### src/bffa_pkg.sv
// Shared constants, types and state codes for the bitmap first-fit allocator.
`default_nettype none
package bffa_pkg;

    // Pool size in bytes, one occupancy bit per byte
    localparam int POOL_BYTES = 128;
    // Field widths of the request and result words
    localparam int LEN_W      = 8;
    localparam int ADDR_OUT_W = 7;
    // Map position counter and run counter widths
    localparam int MAP_AW     = (POOL_BYTES > 1) ? $clog2(POOL_BYTES) : 1;
    localparam int CNT_W      = ($clog2(POOL_BYTES + 1) > LEN_W) ?
                                $clog2(POOL_BYTES + 1) : LEN_W;

    typedef enum logic [1:0] {
        S_IDLE,
        S_SCAN,
        S_MARK,
        S_DONE
    } t_state;

    // Controls from the scanner to the rotating map
    typedef struct packed {
        logic shift;
        logic mark;
    } t_map_ctl;

    // One result word
    typedef struct packed {
        logic                  granted;
        logic [ADDR_OUT_W-1:0] start_address;
    } t_result;

endpackage
`default_nettype wire

### src/bffa_map.sv
// Occupancy map held as a rotating shift register, one bit per pool byte.
`default_nettype none
module bffa_map (
    input  wire logic               i_clk,
    input  wire logic               i_rst_n,
    input  wire bffa_pkg::t_map_ctl i_ctl,
    output logic                    o_head
);
    import bffa_pkg::*;

    logic [POOL_BYTES-1:0] r_map;
    logic [POOL_BYTES-1:0] n_map;

    // Bit 0 is the byte under the scan position; it re-enters at the top
    always_comb begin
        n_map = r_map;
        if (i_ctl.shift) begin
            n_map = {r_map[0] | i_ctl.mark, r_map[POOL_BYTES-1:1]};
        end
    end

    always_ff @(posedge i_clk) begin
        if (!i_rst_n) begin
            r_map <= '0;
        end else begin
            r_map <= n_map;
        end
    end

    assign o_head = r_map[0];

    // Bytes are never released: a step never lowers the used count
    a_no_release: assert property (@(posedge i_clk) disable iff (!i_rst_n)
        1'b1 |=> $countones(r_map) >= $countones($past(r_map)))
        else $error("occupancy map lost a used byte");

    // Marks only happen while rotating
    a_mark_shift: assert property (@(posedge i_clk) disable iff (!i_rst_n)
        i_ctl.mark |-> i_ctl.shift)
        else $error("mark without shift");

    // A step without shift leaves the map alone
    a_hold: assert property (@(posedge i_clk) disable iff (!i_rst_n)
        !i_ctl.shift |=> r_map == $past(r_map))
        else $error("map changed while idle");

endmodule
`default_nettype wire

### src/bffa_scan.sv
// Bit-serial first-fit search and marking sequencer over the rotating map.
`default_nettype none
module bffa_scan (
    input  wire logic                        i_clk,
    input  wire logic                        i_rst_n,
    input  wire logic                        i_req_valid,
    input  wire logic [bffa_pkg::LEN_W-1:0]  i_req_length,
    output logic                             o_req_ready,
    input  wire logic                        i_head,
    output bffa_pkg::t_map_ctl               o_map_ctl,
    output logic                             o_res_valid,
    output bffa_pkg::t_result                o_res,
    input  wire logic                        i_res_take
);
    import bffa_pkg::*;

    t_state              r_state, n_state;
    logic [MAP_AW-1:0]   r_addr,  n_addr;
    logic [CNT_W-1:0]    r_run,   n_run;
    logic [LEN_W-1:0]    r_want,  n_want;
    logic                r_found, n_found;
    logic [MAP_AW-1:0]   r_start, n_start;
    logic [MAP_AW-1:0]   r_end,   n_end;

    logic                last_pos;
    logic [CNT_W-1:0]    run_inc;
    logic [CNT_W-1:0]    want_ext;
    logic [CNT_W-1:0]    start_calc;
    logic [MAP_AW+ADDR_OUT_W-1:0] start_wide;

    assign last_pos   = (r_addr == MAP_AW'(POOL_BYTES - 1));
    assign run_inc    = r_run + 1'b1;
    assign want_ext   = CNT_W'(r_want);
    assign start_calc = CNT_W'(r_addr) + CNT_W'(1) - want_ext;
    assign start_wide = (MAP_AW + ADDR_OUT_W)'(r_start);

    // State register
    always_ff @(posedge i_clk) begin
        if (!i_rst_n) begin
            r_state <= S_IDLE;
            r_addr  <= '0;
            r_found <= 1'b0;
        end else begin
            r_state <= n_state;
            r_addr  <= n_addr;
            r_found <= n_found;
        end
    end

    // Datapath registers
    always_ff @(posedge i_clk) begin
        r_run   <= n_run;
        r_want  <= n_want;
        r_start <= n_start;
        r_end   <= n_end;
    end

    // Next state and outputs
    always_comb begin
        n_state         = r_state;
        n_addr          = r_addr;
        n_run           = r_run;
        n_want          = r_want;
        n_found         = r_found;
        n_start         = r_start;
        n_end           = r_end;
        o_req_ready     = 1'b0;
        o_map_ctl.shift = 1'b0;
        o_map_ctl.mark  = 1'b0;
        o_res_valid     = 1'b0;
        o_res.granted   = r_found;
        o_res.start_address = r_found ? start_wide[ADDR_OUT_W-1:0] : '0;

        unique case (r_state)
            S_IDLE: begin
                o_req_ready = 1'b1;
                if (i_req_valid) begin
                    n_want  = i_req_length;
                    n_run   = '0;
                    n_addr  = '0;
                    n_found = 1'b0;
                    n_state = (i_req_length == '0) ? S_DONE : S_SCAN;
                end
            end
            // One map bit per cycle; keep rotating to realign after a hit
            S_SCAN: begin
                o_map_ctl.shift = 1'b1;
                if (!r_found) begin
                    if (!i_head) begin
                        n_run = run_inc;
                        if (run_inc == want_ext) begin
                            n_found = 1'b1;
                            n_end   = r_addr;
                            n_start = MAP_AW'(start_calc);
                        end
                    end else begin
                        n_run = '0;
                    end
                end
                n_addr = MAP_AW'(r_addr + 1'b1);
                if (last_pos) begin
                    n_addr  = '0;
                    n_state = n_found ? S_MARK : S_DONE;
                end
            end
            // Second rotation sets the bits of the granted run
            S_MARK: begin
                o_map_ctl.shift = 1'b1;
                o_map_ctl.mark  = (r_addr >= r_start) && (r_addr <= r_end);
                n_addr = MAP_AW'(r_addr + 1'b1);
                if (last_pos) begin
                    n_addr  = '0;
                    n_state = S_DONE;
                end
            end
            S_DONE: begin
                o_res_valid = 1'b1;
                if (i_res_take) begin
                    n_state = S_IDLE;
                end
            end
            default: begin
                n_state = S_IDLE;
            end
        endcase
    end

    a_idle_pos: assert property (@(posedge i_clk) disable iff (!i_rst_n)
        (r_state == S_IDLE) |-> (r_addr == '0))
        else $error("scan position not at zero when idle");

    a_mark_found: assert property (@(posedge i_clk) disable iff (!i_rst_n)
        (r_state == S_MARK) |-> r_found)
        else $error("marking without a found run");

    a_run_order: assert property (@(posedge i_clk) disable iff (!i_rst_n)
        (r_state == S_MARK) |-> (r_start <= r_end))
        else $error("run start past run end");

    a_zero_fails: assert property (@(posedge i_clk) disable iff (!i_rst_n)
        (r_state == S_IDLE && i_req_valid && i_req_length == '0) |=>
        (r_state == S_DONE && !r_found))
        else $error("zero length request not failed at once");

endmodule
`default_nettype wire

### src/bitmap_first_fit_allocator_top.sv
// o_valid rises from the output word register after the scanner reaches S_DONE,
// which follows acceptance directly for a zero length request, after the scan
// pass on a miss and after the scan and mark passes on a grant; one rotation of
// the serial map per pass. The output register lets the next request in while
// a result waits.
// Reset (synchronous, active low) clears the whole map at once: all bytes free.
`default_nettype none
module bitmap_first_fit_allocator_top (
    input  wire logic                        i_clk,
    input  wire logic                        i_rst_n,
    input  wire logic                        i_valid,
    output logic                             o_stall,
    input  wire logic [bffa_pkg::LEN_W-1:0]  i_request_length,
    output logic                             o_valid,
    input  wire logic                        i_stall,
    output logic                             o_granted,
    output logic [bffa_pkg::ADDR_OUT_W-1:0]  o_start_address
);
    import bffa_pkg::*;

    t_map_ctl map_ctl;
    t_result  res;
    logic     head;
    logic     req_ready;
    logic     res_valid;
    logic     res_take;

    logic     r_out_valid, n_out_valid;
    t_result  r_out, n_out;

    bffa_map u_map (
        .i_clk   (i_clk),
        .i_rst_n (i_rst_n),
        .i_ctl   (map_ctl),
        .o_head  (head)
    );

    bffa_scan u_scan (
        .i_clk        (i_clk),
        .i_rst_n      (i_rst_n),
        .i_req_valid  (i_valid),
        .i_req_length (i_request_length),
        .o_req_ready  (req_ready),
        .i_head       (head),
        .o_map_ctl    (map_ctl),
        .o_res_valid  (res_valid),
        .o_res        (res),
        .i_res_take   (res_take)
    );

    assign o_stall  = !req_ready;
    assign res_take = res_valid && (!r_out_valid || !i_stall);

    // Output word register
    always_comb begin
        n_out_valid = r_out_valid;
        n_out       = r_out;
        if (r_out_valid && !i_stall) begin
            n_out_valid = 1'b0;
        end
        if (res_take) begin
            n_out_valid = 1'b1;
            n_out       = res;
        end
    end

    always_ff @(posedge i_clk) begin
        if (!i_rst_n) begin
            r_out_valid <= 1'b0;
        end else begin
            r_out_valid <= n_out_valid;
        end
    end

    always_ff @(posedge i_clk) begin
        r_out <= n_out;
    end

    assign o_valid         = r_out_valid;
    assign o_granted       = r_out.granted;
    assign o_start_address = r_out.start_address;

    a_fail_zero: assert property (@(posedge i_clk) disable iff (!i_rst_n)
        (r_out_valid && !r_out.granted) |-> (r_out.start_address == '0))
        else $error("failed word carries an address");

    a_no_overwrite: assert property (@(posedge i_clk) disable iff (!i_rst_n)
        (r_out_valid && i_stall) |-> !res_take)
        else $error("result word overwritten while stalled");

    a_one_busy: assert property (@(posedge i_clk) disable iff (!i_rst_n)
        !(req_ready && res_valid))
        else $error("scanner idle and holding a result together");

endmodule
`default_nettype wire
### config.mk
export PLATFORM = sky130hd
export DESIGN_NAME = bitmap_first_fit_allocator_top
export DESIGN_NICKNAME = d
export VERILOG_FILES = /design/src/bffa_pkg.sv /design/src/bffa_map.sv /design/src/bffa_scan.sv /design/src/bitmap_first_fit_allocator_top.sv
export SDC_FILE = /design/constraint.sdc
export NUM_CORES = 1
export LEC_CHECK = 0
export BUFFER_PORTS_ARGS = -buffer_cell sky130_fd_sc_hd__buf_2
export CORE_ASPECT_RATIO = 0.8
export CORE_MARGIN = 2
export CORE_UTILIZATION = 47
export DETAILED_ROUTE_END_ITERATION = 12
export GPL_ROUTABILITY_DRIVEN = 0
export PLACE_DENSITY = 0.65
export REMOVE_ABC_BUFFERS = 1
export SLEW_MARGIN = 25
export SYNTH_ARGS = -nofsm -noshare
export SYNTH_HDL_FRONTEND = slang
export SYNTH_SLANG_ARGS = --single-unit
### constraint.sdc
create_clock -name i_clk -period 5.32 [get_ports i_clk]
set_input_delay 1.064 -clock i_clk [delete_from_list [all_inputs] [get_ports i_clk]]
set_output_delay 1.064 -clock i_clk [all_outputs]
set_load 0.005 [all_outputs]
* Word-level counts from Yosys, hierarchy flattened *
Index checks and enable logic that the tools add are counted.

cells by class
  add/subtract/negate cells = 4
  $mul = 0
  divide/modulo/power cells = 0
  order comparisons = 2
  eq/ne operators = 10
  shifts and indexed selects = 0
  multiplexer cells = 26
  bitwise logic cells = 3
  reductions and logical operators = 19

operators by type and width
  kind                                                   count
  two-way mux 8 bit                                      3
  one-hot mux 8 bit (2 select lines)                     1
  adder 7 x 1 -> 7 bit, second input constant            2
  two-way mux 7 bit                                      2
  one-hot mux 7 bit (2 select lines)                     1
  two-way mux 1 bit                                      12
  two-way mux 2 bit                                      5
  adder 8 x 1 -> 8 bit, second input constant            1
  equality test 8 bit                                    1
  zero test 8 bit                                        1
  one-hot mux 2 bit (4 select lines)                     1
  AND reduction 4 bit                                    2
  equality test 7 bit, second input constant             1
  greater-or-equal comparator 7 bit                      1
  less-or-equal comparator 7 bit                         1
  subtractor 7 bit                                       1
  inequality test 2 bit, second input constant           3
  AND reduction 2 bit                                    3
  nonzero test 2 bit                                     3
  equality test 2 bit, second input constant             2
  inequality test 2 x 1 -> 1 bit, second input constant  2
  logical AND 1 bit                                      3
  zero test 1 bit                                        3
  AND reduction 3 bit                                    1
  7 further kinds                                        8

storage, ports and cells
  register bits = 177
  bits in latches = 0
  memory bits (writable) = 0
  memory bits (read-only) = 0
  input bits = 12
  output and inout bits = 10
  logic and storage cells = 75
  memories kept = 0

* Longest topological paths before layout *
Gate-level depths: netlist of the first run.

  depth after elaboration = 9
  depth in mapped cells = 10
  mapped depth without buffers = 10

* Modules after synthesis *
A second synthesis of the first run with hierarchy kept.

second synthesis, totals
  cells, all modules = 669
  area total of the unflattened synthesis = 7,781.2 um^2

modules (own cells, without submodules)
  module                          times used  cells each  area each (um^2)  sequential area each (um^2)
  bffa_map                        1           414         4,957.3           2,562.5
  bffa_scan                       1           242         2,541.2           1,101.1
  bitmap_first_fit_allocator_top  1           13          282.8             260.2

* Worst setup path after synthesis of the first run *
No wires, ideal clock.

  path type = reg-to-reg
  from = register u_scan.r_run[0]
  to = register u_scan.r_end[0], enable pin
  library setup time = 403 ps
  arrival time = 2,424 ps
  required time = 4,917 ps
  slack = 2,493 ps
  stages on the path, launching flop included = 7
  buffers on the path = 0
  clock period less this slack = 2,827 ps
  cell sequence = edfxtp_1 ha_1 xnor2_1 xnor2_1 nor4_2 nand4_1 nor3_1

on the way
  word-level cells in the longest chain between the ends = 3

RTL lines
  what                                  line             text
  from (decl)                           bffa_scan.sv:19  logic [CNT_W-1:0] r_run, n_run;
  from (signal assigned)                bffa_scan.sv:52  r_run <= n_run;
  adder 8 x 1 -> 8 bit                  bffa_scan.sv:32  assign run_inc = r_run + 1'b1;
  equality test 8 bit                   bffa_scan.sv:91  if (run_inc == want_ext) begin
  AND reduction 4 bit (no source line)  --
  to (signal assigned)                  bffa_scan.sv:55  r_end <= n_end;
  to (decl)                             bffa_scan.sv:23  logic [MAP_AW-1:0] r_end, n_end;

Every way passes these cells.
A chain may end at the register's enable or synchronous reset.

* Worst setup path after layout of the first run *
  from = register u_scan.r_run[0]
  to = register u_scan.r_end[3], enable pin

on the way
  word-level cells in the longest chain between the ends = 3

RTL lines
  what                                  line             text
  adder 8 x 1 -> 8 bit                  bffa_scan.sv:32
  via u_scan.run_inc[1]                 bffa_scan.sv:26  logic [CNT_W-1:0] run_inc;
  equality test 8 bit                   bffa_scan.sv:91
  AND reduction 4 bit (no source line)  --

The timed path passes the listed nets, and every way through them passes these cells.

==> flow_metrics.tcl, run 1 <==
set metrics [dict create \
    outcome "finished clean" \
    fin_worst_skew_ns 0.0121 \
    min_period_ns 2.63 \
    sw_frac_of_total_pct 31.4 \
    endpoint_kind "flip-flop" \
    cts.sinks 177 \
    postSynthAreaPerCell_sq_um 11.1 \
    cts_setup_buffers 0 \
    path_cells "ha_1 -> xnor2_1 -> nand2_1 -> nor4_2 -> nand4_1 -> nor3_4" \
    synth_top_family_by_area "multiplexers" \
    io_buffers 21 \
    p_int_mw 2.83 \
    synth_cells 670 \
    rsz0062_at_grt "false" \
    crit_fanout 14 \
    dp_hpwl_microns 7700 \
    num_antenna_cells 0 \
    critPathLaunchType "flip-flop" \
    p_sw_mw 1.30 \
    synthFlopType "dfxtp_1" \
    antenna_found_initial 0 \
    min_path_type "reg2reg" \
    viasPerCell 4.94 \
    slew_headroom_pct 29.9 \
    synth.top_cells.by_count "dfxtp_1, mux2i_1, nor2_1, nor2b_1, edfxtp_1" \
    cts_root_buf "clkbuf_16" \
    multi_input_area_sq_mm 0.00331 \
    p_leak_nw 3.41 \
    p_seq_share_pct 37.3 \
    register_area_sq_mm 0.00392 \
    vias 4504 \
    clock_latency_ns 0.42 \
    yosys.area.top_type_share_pct 37.3 \
    muxShareOfSynthArea_pct 17.6 \
    area_growth_pct 12.3 \
    cp_slowest_cell "nor3_4" \
    grt_pass1_vias 4211 \
    met3_usage_pct 4.34 \
    grt_max_degree 76 \
    dr.pass1.iters 4 \
    num_rows 41 \
    crit_arrival_ns 2.67 \
    ys_warn_count 0 \
    crit_type "reg2reg" \
    synth_top_cell_by_area "dfxtp_1" \
    post_cts_resize_count 0 \
    power_density_mw_per_mm2 492 \
    peakVddDrop_v 0.000388 \
    finalWorstSetupSlack_ns 2.69 \
    drc 0 \
    grtUsageTotal_pct 14.8 \
    seq_area_frac_synth_pct 52.5 \
    clockBufferDepth 2 \
    nets 728 \
    clkTransAtPathRegs_ns 0.07 \
    max_stage_delay_ns 0.61 \
    core_area_sq_mm 0.0156 \
    totalPowerFinal_mw 4.13 \
    fmax_mhz 381 \
    critPathRequiredTime_ns 5.36 \
    syn_area_sq_mm 0.00747 \
    use_met1_pct 19.4 \
    place_ws_ns 2.47 \
    layout.cells.non_filler 911 \
    start_util_pct 47.7 \
    combPwrFrac_pct 32.1 \
    die_x_microns 145 \
    synth_cell_types 50 \
    fp.dieH_microns 117 \
    final-setup-viol-count 0 \
    use_met2_pct 23.7 \
    wl_per_cell_microns 12.9 \
    synth_compound_area_share_pct 3.80 \
    die-area_sq_mm 0.0169 \
    nFillCells 1381 \
    grt_pass1_wl_microns 20100 \
    async_flop_share_pct 0 \
    postCtsHoldBufs 0 \
    yosys-top-cells-area "dfxtp_1, mux2i_1, edfxtp_1, ha_1, nor2_1" \
    synth-edff-count 38 \
    routed_wl_microns 11800 \
    yosysMostFrequentCell "dfxtp_1" \
    p_clk_share_pct 30.6 \
    yosys.area_share.simple_pct 13.4 \
    maxCapViolCount 0 \
    ant_nets 0 \
    finalMaxSlewViolations 0 \
    hold_viol 0 \
    drt-initial-drc-count 277 \
    overflow 0 \
    ios 22 \
    finalCritPeriodShare_pct 49.3 \
    cts_made_buffers 17 \
    grt-busiest-layer "met2" \
    synthAdderAreaFrac_pct 5.63 \
    drive_above_1_share_pct 9.34 \
    yosys.area_share.xor_xnor_pct 3.62 \
    tightest_slew_ns 1.05 \
    cts_tree "built" \
    htreeDepth 4 \
    synth-seq-cells 177 \
    place_inst 879 \
]
-- power by group through the flow --
| stage | Sequential [mW] | Combinational [mW] | Clock [mW] |
|---|---|---|---|
| floorplan | 1.55 | 1.19 | 0 |
| global placement | 1.56 | 1.30 | 0 |
| detailed placement | 1.57 | 1.32 | 0 |
| CTS | 1.54 | 1.33 | 1.29 |
| global route | 1.55 | 1.42 | 1.36 |
| finish | 1.54 | 1.33 | 1.26 |
-- logic make-up (layout without fill, tap and decap cells) --
| family | Yosys count | after routing |
|---|---|---|
| mux | 131 | 131 |
| flops | 177 | 177 |
| xor+xnor | 23 | 23 |
| compound gates | 41 | 41 |
| buf+inv | 65 | 91 |
| fa+ha+maj | 33 | 33 |
| simple gates | 200 | 200 |
-- worst paths after layout --
path,from,to,slack [ns],cells after the start
max reg2reg,u_scan.r_run[0]$_SDFFCE_PP0P_,u_scan.r_end[3]$_DFFE_PP_,2.69,6
max,u_scan.r_run[0]$_SDFFCE_PP0P_,u_scan.r_end[3]$_DFFE_PP_,2.69,6
min,u_map.r_map[22]$_SDFFE_PN0P_,u_map.r_map[21]$_SDFFE_PN0P_,0.49,2
min reg2reg,u_map.r_map[22]$_SDFFE_PN0P_,u_map.r_map[21]$_SDFFE_PN0P_,0.49,2
-- metal layers --
layer / vias up / part of all wire [%]
met2: 45 / 45
met1: 2129 / 51
met3: 4 / 3.5
met5: - / 0
met4: 0 / 0.45
li1: 2326 / -
-- layout by cell type (no fill, tap or decap), types with 2 or more instances in the layout --
master,n
dfxtp_1,139
mux2i_1,129
nor2_1,94
nor2b_1,55
edfxtp_1,38
inv_1,33
ha_1,31
buf_2,21
clkbuf_16,17
xnor2_1,12
a21oi_1,12
nand2_1,8
nand3_1,8
and2_1,7
a21o_1,6
xor2_1,6
nand4_1,6
nand2b_1,6
inv_6,6
xnor3_1,5
nor3_1,4
o211ai_1,3
and3_1,3
clkbuf_8,3
buf_4,3
a21boi_0,2
mux2_2,2
o21ai_0,2
nor4_1,2
bufinv_16,2
clkinv_4,2
-- worst max-delay path: cells and delay by family, from the launching register on --
kind	cells	cell delay, ns
xor gates and xnor gates	1	0.24
and+or+nand+nor	4	1.16
DFF	1	0.47
adders and majority gates	1	0.37
-- sequential cells by signal, summed over array words and instances, names as in the netlist --
| register | cells |
|---|---|
| u_map.r_map | 128 |
| u_scan.r_run | 8 |
| u_scan.r_want | 8 |
| o_start_address | 7 |
| u_scan.r_addr | 7 |
| u_scan.r_end | 7 |
| u_scan.r_start | 7 |
| u_scan.r_state | 2 |
| o_granted | 1 |
| o_valid | 1 |
| u_scan.r_found | 1 |
-- area by class of cell --
class | instances | share of cell area (%)
Multi-Input combinational cell | 428 | 39.5
Inverter | 34 | 1.52
Sequential cell | 177 | 46.8
Timing Repair Buffer | 25 | 1.76
Clock buffer | 20 | 5.56
Tap cell | 215 | 3.21
Clock inverter | 12 | 1.70
-- metrics by stage --
stage                     hold slack, ns  utilization, %  cell area [sq um]  TNS (ns)
after floorplan                    0.460               -               7340     -3.36
after detailed placement           0.483            49.7               7770         0
final                              0.494            53.6               8390         0
after CTS                          0.499            53.6               8380         0
after global placement             0.472            49.7               7770         0
after global routing               0.520            53.6               8390         0
(Power assumes the default switching activity.)
==> run 2: changes to the inputs <==
- ABC_AREA: not set -> 1
- PLACE_DENSITY: 0.65 -> 0.67
- clock period: 5.32 -> 2.3 ns (I/O delays scaled with it)
==> flow_metrics.tcl, run 2 <==
set metrics [dict create \
    power_density_mw_per_mm2 1330 \
    cts_made_buffers 17 \
    grt_pass1_vias 4871 \
    postSynthAreaPerCell_sq_um 8.31 \
    drc 0 \
    final-setup-viol-count 0 \
    peakVddDrop_v 0.00127 \
    p_sw_mw 3.90 \
    die-area_sq_mm 0.0164 \
    slew_headroom_pct 68.7 \
    crit_type "reg2reg" \
    viasPerCell 4.86 \
    synth-seq-cells 177 \
    synth_cell_types 33 \
    fp.dieH_microns 115 \
    p_clk_share_pct 27.3 \
    timing.hold.ws_ns 0.225 \
    finalCritPeriodShare_pct 89.5 \
    critPathLaunchType "flip-flop" \
    synth_top_cell_by_area "dfxtp_1" \
    crit_fanout 14 \
    totalPowerFinal_mw 10.9 \
    antenna_found_initial 0 \
    hold_viol 0 \
    clockBufferDepth 2 \
    htreeDepth 4 \
    p_leak_nw 3.65 \
    cts.sinks 177 \
    fmax_mhz 486 \
    final_cell_mix "nor2_1, dfxtp_1, o21ai_0" \
    rsz0062_at_grt "false" \
    core_area_sq_mm 0.0151 \
    maxCapViolCount 0 \
    fin_worst_skew_ns 0.00812 \
    top_regs "u_map.r_map (128), u_scan.r_run (8), u_scan.r_want (8)" \
    clock_latency_ns 0.43 \
    p_seq_share_pct 41.0 \
    dr.pass1.iters 7 \
    drive_above_1_share_pct 9.29 \
    tightest_slew_ns 0.470 \
    p_int_mw 6.99 \
    dp_hpwl_microns 7840 \
    synthFlopType "dfxtp_1" \
    yosys.area.top_type_share_pct 38.4 \
    overflow 0 \
    area_growth_pct 13.1 \
    routed_wl_microns 12900 \
    final_area_sq_mm 0.00820 \
    async_flop_share_pct 0 \
    num_rows 40 \
    clkTransAtPathRegs_ns 0.06 \
    die_x_microns 143 \
    fin_util_pct 54.4 \
    yosysMostFrequentCell "nor2_1" \
    yosys-top-cells-area "dfxtp_1, edfxtp_1, nor2_1, o21ai_0, ha_1" \
    wl_per_cell_microns 11.7 \
    sw_frac_of_total_pct 35.8 \
    grt_max_degree 130 \
    nets 925 \
    io_buffers 21 \
    seq_area_frac_synth_pct 54.1 \
    synth_cells 872 \
    critPathRequiredTime_ns 2.44 \
    num_antenna_cells 0 \
    synth-edff-count 38 \
    final_common_cell "nor2_1" \
    synth.top_cells.by_count "nor2_1, dfxtp_1, o21ai_0, inv_1, nand2_1" \
    outcome "finished clean" \
    cts_tree "built" \
    cts_root_buf "clkbuf_16" \
    largest_register "u_map.r_map" \
    grtUsageTotal_pct 17.1 \
    vias 5359 \
    finalMaxSlewViolations 0 \
    ant_nets 0 \
    cts_setup_buffers 0 \
    min_path_type "in2reg" \
    endpoint_kind "flip-flop" \
    grt_pass1_wl_microns 22600 \
    final.setup.tns_ns 0 \
    post_cts_resize_count 0 \
    drt-initial-drc-count 482 \
    start_util_pct 48.1 \
    postCtsHoldBufs 0 \
    largest_register_ff_count 128 \
    combPwrFrac_pct 31.7 \
    placed_area_sq_mm 0.00758 \
    ys_warn_count 0 \
    min_period_ns 2.06 \
    syn_area_sq_mm 0.00725 \
    crit_arrival_ns 2.20 \
    ios 22 \
]
-- run 2: cell types whose count changed after synthesis, moves of 7 or more --
cell	before	now
mux2i_1	129	0
and2_1	7	0
xnor2_1	12	4
clkbuf_1	18	28
inv_1	33	58
nand3_1	8	23
nor2_1	94	273
nand2_1	8	57
o21ai_0	2	137
a21oi_1	12	25
nor2b_1	55	0
-- run 2: final timing paths --
kind	startpoint	endpoint	slack [ns]	cells after the start
max	u_scan.r_run[1]$_SDFFCE_PP0P_	u_scan.r_end[1]$_DFFE_PP_	0.24	9
min	i_request_length[2]	u_scan.r_want[2]$_DFFE_PP_	0.22	1
max reg2reg	u_scan.r_run[1]$_SDFFCE_PP0P_	u_scan.r_end[1]$_DFFE_PP_	0.24	9
min reg2reg	u_map.r_map[14]$_SDFFE_PN0P_	u_map.r_map[13]$_SDFFE_PN0P_	0.48	2
-- run 2: metal layers --
layer / up-vias / part of all wire (%) / global-route usage [%]
met2: 65 / 43 / 25.2
met3: 7 / 3.7 / 5.00
met4: 0 / 0.96 / 5.94
met5: - / 0 / 0
li1: 2863 / - / -
met1: 2424 / 52 / 24.2
-- run 2: critical path, cell delays in order, from the launching register on --
cell and delay [ns]:
edfxtp_1 0.44, ha_1 0.35, xnor2_1 0.16, nand2_1 0.07, nor2_1 0.10, nand3_1 0.08, nor2_2 0.14, nand2_1 0.07
nor3_2 0.18, buf_12 0.18
-- run 2: logic make-up after synthesis --
group,count (synthesis),share of synthesized area [%]
AOI/OAI and AO/OA,172,12.3
xor gates and xnor gates,10,1.21
adders and majority gates,33,5.80
buffers and inverters,104,5.75
DFF,177,54.1
and+or+nand+nor,376,20.8
-- run 2: power by group through the flow --
stage	Clock (mW)	Combinational [mW]	Sequential (mW)
after detailed placement	0	3.46	4.52
after global placement	0	3.43	4.51
after floorplan	0	2.99	5.13
after global routing	3.19	4.07	4.58
after CTS	3.06	3.49	4.47
final	2.98	3.45	4.47
-- run 2: area by class of cell --
type	count	area [sq um]
inverters	60	228
clock inverters	14	176
flip-flops and latches	177	3920
well taps	210	263
fillers	1365	6870
repair buffers	33	248
multi-input cells	591	2920
clock buffers	18	439
-- run 2: stage by stage --
stage,setup WS [ns],cells
5_1_grt,0.0718,1103
6_report,0.241,1103
2_1_floorplan,-2.87,828
3_5_place_dp,0.251,1071
4_1_cts,0.226,1103
3_3_place_gp,0.279,1071
